### config.mk
export PLATFORM = sky130hd
export DESIGN_NAME = lzwc_ctrl
export DESIGN_NICKNAME = d
export VERILOG_FILES = /design/src/hw/rtl/lzwc_pkg.sv /design/src/hw/rtl/lzwc_ctrl.sv
export SDC_FILE = /design/constraint.sdc
export NUM_CORES = 1
export LEC_CHECK = 0
export BUFFER_PORTS_ARGS = -buffer_cell sky130_fd_sc_hd__buf_4
export CAP_MARGIN = 20
export CORE_AREA = 10 10 47 49
export CTS_BUF_LIST = sky130_fd_sc_hd__clkbuf_8
export DETAILED_ROUTE_END_ITERATION = 10
export DIE_AREA = 0 0 57 59
export PLACE_DENSITY = 0.56
export SKIP_CTS_REPAIR_TIMING = 1
export SYNTH_ARGS = -nofsm -noshare
export SYNTH_HDL_FRONTEND = slang
export SYNTH_SLANG_ARGS = --single-unit
### constraint.sdc
create_clock -name clk -period 4.4 [get_ports clk]
set_input_delay 0.88 -clock clk [delete_from_list [all_inputs] [get_ports clk]]
set_output_delay 0.88 -clock clk [all_outputs]
set_load 0.05 [all_outputs]
### src/hw/rtl/lzwc_pkg.sv
// shared types and constants of the lzw byte compressor
package lzwc_pkg;

  localparam int unsigned BYTE_W = 8;
  localparam int unsigned OUT_CODE_W = 16;
  localparam logic [31:0] HASH_MULT = 32'd2654435761;
  localparam int unsigned FIRST_NEW_CODE = 256;

  typedef struct packed {
    logic [BYTE_W-1:0] data_byte;
    logic              last_byte;
  } in_t;

  typedef struct packed {
    logic [OUT_CODE_W-1:0] code;
    logic                  end_of_stream;
  } out_t;

  typedef enum logic [2:0] {
    ST_CLEAR,
    ST_IDLE,
    ST_HASH,
    ST_PROBE,
    ST_CMP,
    ST_EMIT_MISS,
    ST_EMIT_LAST
  } state_t;

  typedef struct packed {
    logic take_in;
    logic set_first;
    logic hash;
    logic probe;
    logic step;
    logic hit_take;
    logic insert;
    logic emit_miss;
    logic emit_last;
    logic clear_step;
  } cmd_t;

  typedef struct packed {
    logic in_valid;
    logic in_last;
    logic has_prefix;
    logic last;
    logic hit;
    logic empty;
    logic probe_end;
    logic clear_end;
    logic out_free;
  } sts_t;

endpackage

### src/hw/rtl/lzwc_ctrl.sv
// controller state machine of the lzw byte compressor
module lzwc_ctrl (
  input  logic           clk,
  input  logic           rst,
  input  lzwc_pkg::sts_t sts,
  output lzwc_pkg::cmd_t cmd,
  output logic           in_ready
);

  lzwc_pkg::state_t state, state_next;

  always_ff @(posedge clk) begin
    if (rst) begin
      state <= lzwc_pkg::ST_CLEAR;
    end else begin
      state <= state_next;
    end
  end

  always_comb begin
    state_next = state;
    cmd = '0;
    in_ready = 1'b0;
    case (state)
      lzwc_pkg::ST_CLEAR: begin
        cmd.clear_step = 1'b1;
        if (sts.clear_end) state_next = lzwc_pkg::ST_IDLE;
      end
      lzwc_pkg::ST_IDLE: begin
        in_ready = 1'b1;
        if (sts.in_valid) begin
          cmd.take_in = 1'b1;
          if (!sts.has_prefix) begin
            cmd.set_first = 1'b1;
            state_next = sts.in_last ? lzwc_pkg::ST_EMIT_LAST : lzwc_pkg::ST_IDLE;
          end else begin
            state_next = lzwc_pkg::ST_HASH;
          end
        end
      end
      lzwc_pkg::ST_HASH: begin
        cmd.hash = 1'b1;
        state_next = lzwc_pkg::ST_PROBE;
      end
      lzwc_pkg::ST_PROBE: begin
        cmd.probe = 1'b1;
        state_next = lzwc_pkg::ST_CMP;
      end
      lzwc_pkg::ST_CMP: begin
        if (sts.hit) begin
          cmd.hit_take = 1'b1;
          state_next = sts.last ? lzwc_pkg::ST_EMIT_LAST : lzwc_pkg::ST_IDLE;
        end else if (sts.empty) begin
          cmd.insert = 1'b1;
          state_next = lzwc_pkg::ST_EMIT_MISS;
        end else if (sts.probe_end) begin
          state_next = lzwc_pkg::ST_EMIT_MISS;
        end else begin
          cmd.step = 1'b1;
          state_next = lzwc_pkg::ST_PROBE;
        end
      end
      lzwc_pkg::ST_EMIT_MISS: begin
        if (sts.out_free) begin
          cmd.emit_miss = 1'b1;
          state_next = sts.last ? lzwc_pkg::ST_EMIT_LAST : lzwc_pkg::ST_IDLE;
        end
      end
      lzwc_pkg::ST_EMIT_LAST: begin
        if (sts.out_free) begin
          cmd.emit_last = 1'b1;
          state_next = lzwc_pkg::ST_CLEAR;
        end
      end
      default: state_next = lzwc_pkg::ST_CLEAR;
    endcase
  end

endmodule

==> key figures <==
Flow run
  • Max-cap violations: 0

Placement
  • Detail Placement HPWL: between 900 and 1000 um
  • Placement Cell Area: 525.5 um^2
  • # port buffers: 21
  • GPL Wtd Cong: just under 0.9
  • Setup WS pre-CTS: 1.641 ns

Drt
  • Drt pass-1 iters: 4
  • Initial DRC Count: 7
  • Final WL: 1267 um
  • Mean number of vias per cell: 4.978
  • Remaining DRCs: 0
  • Via count: between 400 and 500
  • Routed WL per cell: 13.92 um
  • DRT antenna net count: 0

Synthesis
  • Synth Area in XOR/XNOR: 0%
  • Mean post-synth cell area: roughly 7.2 um^2
  • Post-Syn Nets: 64
  • Synth Area in Compound Gates: 25.41%
  • Post-synthesis cell area: 384.1 um^2
  • #FFs+latches synth: 3
  • Register area share after synthesis: 15.64%
  • Area leader, netlist: dfxtp_1
  • Cells after Synth: 53
  • Synth cell types: 30
  • Top cell type's share of synthesized area: 15.64%
  • Yosys warning count: 0
  • Largest family of logic cells by synthesized area: simple AND/OR/NAND/NOR gates
  • Ranking of synthesized cells by area: dfxtp_1 16%, nor2_1 8.8%, buf_6 5.9%
  • Simple-Gate Fraction of Synth Area: 43.00%
  • Mux contribution to synthesized area: 2.606%
  • Adder-cell share of the synthesized area: 0%

Worst hold path
  • Min-delay worst type: register to register

Power
  • Max VDD drop: 0.2031 mV
  • Leakage power: 0.0002684 uW
  • Power per Cell Area: approximately 390 nW/um^2

Layout
  • Leading registers by flop count: state (3)
  • Largest Register: state
  • Max reg flops: 3
  • Share of layout cells above drive strength 1: about 45%
  • Post-route cell area: roughly 570 um^2
  • Layout Nets: 87
  • Synth-to-layout area growth: 48.53%
  • N_diodes: 0

Critical path
  • Top delay family on crit path: simple AND/OR/NAND/NOR gates
  • Worst endpoint required time: 3.52 ns
  • CP Max Fanout: 4
  • CP Buf/Inv Count: 2
  • Crit-path cells: buf_4 -> or4b_4 -> nor3_2 -> buf_4
  • Crit Path Class: primary input to primary output
  • Critical Path Sink Type: primary output
  • Crit-path max cell delay: between 0.4 and 0.5 ns
  • Most frequent CP cell: buf_4
  • CP max-delay cell: or4b_4
  • Critical path startpoint category: primary input
  • WP data arrival: 1.87 ns

Clock network
  • Clock tree buffer depth: 2
  • Clk Latency, worst-skew pair: approximately 0.22 ns
  • H-tree depth: 1
  • Root Driver: clkbuf_8
  • Worst-path clk slew: 0.03 ns
  • CTS tree: done
  • CTS Buf Count: 3
  • # clock sinks: 3

Floorplan
  • Die width: approximately 57 um
  • Total core area: 1401 um^2
  • Initial Utilization: 27.41%
  • Top Ports: 22
  • Die height: 59 um
  • Die area: about 3400 um^2
  • Cell row count: 14

Global route
  • Number of global-route vias before repair: 504
  • GRT Overall Usage: about 8.5%
  • Largest net degree at the start of global routing: 14
  • Remaining Overflow, GRT: 0
  • First-pass GRT wire length: 2194 um
  • Initial antenna violation count: 0

STA
  • Final hold slack: 0.7573 ns
  • Final period util: 62.59%
  • Final Max Slew Viols: 0
  • Worst Skew: 0.001373 ns
  • Final hold vios: 0
  • Minimum clock period: approximately 2.8 ns
  • Worst-margin pin slew: 0.4806 ns
  • Fmax: 0.3631 GHz
  • # setup viols final: 0
  • RSZ-0062 raised after global routing: false
  • TNS Setup: 0 ns
  • Slew HR: 67.45%
  • Fin worst setup slack: 1.646 ns

Outcome
  • Status: finished clean
Yosys cell counts, drive strengths merged:
cell type and instances:
a21o 1, a21oi 4, and2 2, and3 3, buf 2, clkbuf 1
dfxtp 3, inv 4, mux2i 1, nand2 3, nand2b 2, nand3b 1
nor2 9, nor2b 1, nor3 3, o211ai 1, o21ai 3, o21bai 1
o22ai 1, o311a 1, o311ai 1, o32a 1, or2b 1, or3 2
or4b 1
worst register-to-register path: cells and delay by family, from the launching register on:
kind | cells | cell delay, ns
AO/OA/AOI/OAI | 2 | 0.26
flip-flops | 1 | 0.54
buffers and inverters | 1 | 0.20
AND/OR/NAND/NOR | 1 | 0.54
final cells by class:
cell class              count  area, um^2
repair buffers             21       157.7
flip-flops and latches      3       60.06
fillers                   168       830.8
multi-input cells          43       272.8
clock inverters             1       3.754
inverters                   4       15.01
clock buffers               3       41.29
well taps                  16       20.02
metal layers:
metal	track usage [%]	vias to the layer above	share of wire, %
met2	11.78	20	42
met4	9.060	0	4.3
li1	-	232	-
met5	0	-	0
met3	3.863	5	6.9
met1	9.026	196	46
power breakdown:
part           internal, uW  switching (uW)
clock                  59.6            20.6
sequential             31.5            10.3
combinational          36.5            62.3
total                   128            93.2
cells in the final DEF, fill, tap and decap left out, types with 2 or more instances in the layout:
cell type	count
or3_2	2
a21oi_1	4
buf_4	21
inv_1	5
nand2_1	3
nor3_1	2
clkbuf_8	3
and3_1	2
o21ai_0	2
dfxtp_1	3
nor2_1	9
logic make-up (layout without fill, tap and decap cells):
group           after synthesis  after routing
mux                           1              1
simple gates                 28             28
buf+inv                       7             29
compound gates               14             14
flops                         3              3
final timing paths:
check	from	endpoint	slack (ns)	cells past startpoint
max	sts[4]	cmd[5]	1.65	4
min	state[2]$_SDFFE_PP0P_	state[0]$_SDFFE_PP0P_	0.76	3
max reg2reg	state[2]$_SDFFE_PP0P_	state[2]$_SDFFE_PP0P_	2.79	4
min reg2reg	state[2]$_SDFFE_PP0P_	state[0]$_SDFFE_PP0P_	0.76	3
through the flow:
step	total power [uW]	util (%)	cells
2_1_floorplan	116.5	-	53
3_3_place_gp	142.5	37.50	87
3_5_place_dp	141.6	37.50	87
4_1_cts	222.9	40.71	91
5_1_grt	234.6	40.71	91
6_report	220.7	40.71	91
Power figures use the tool's default switching activity.
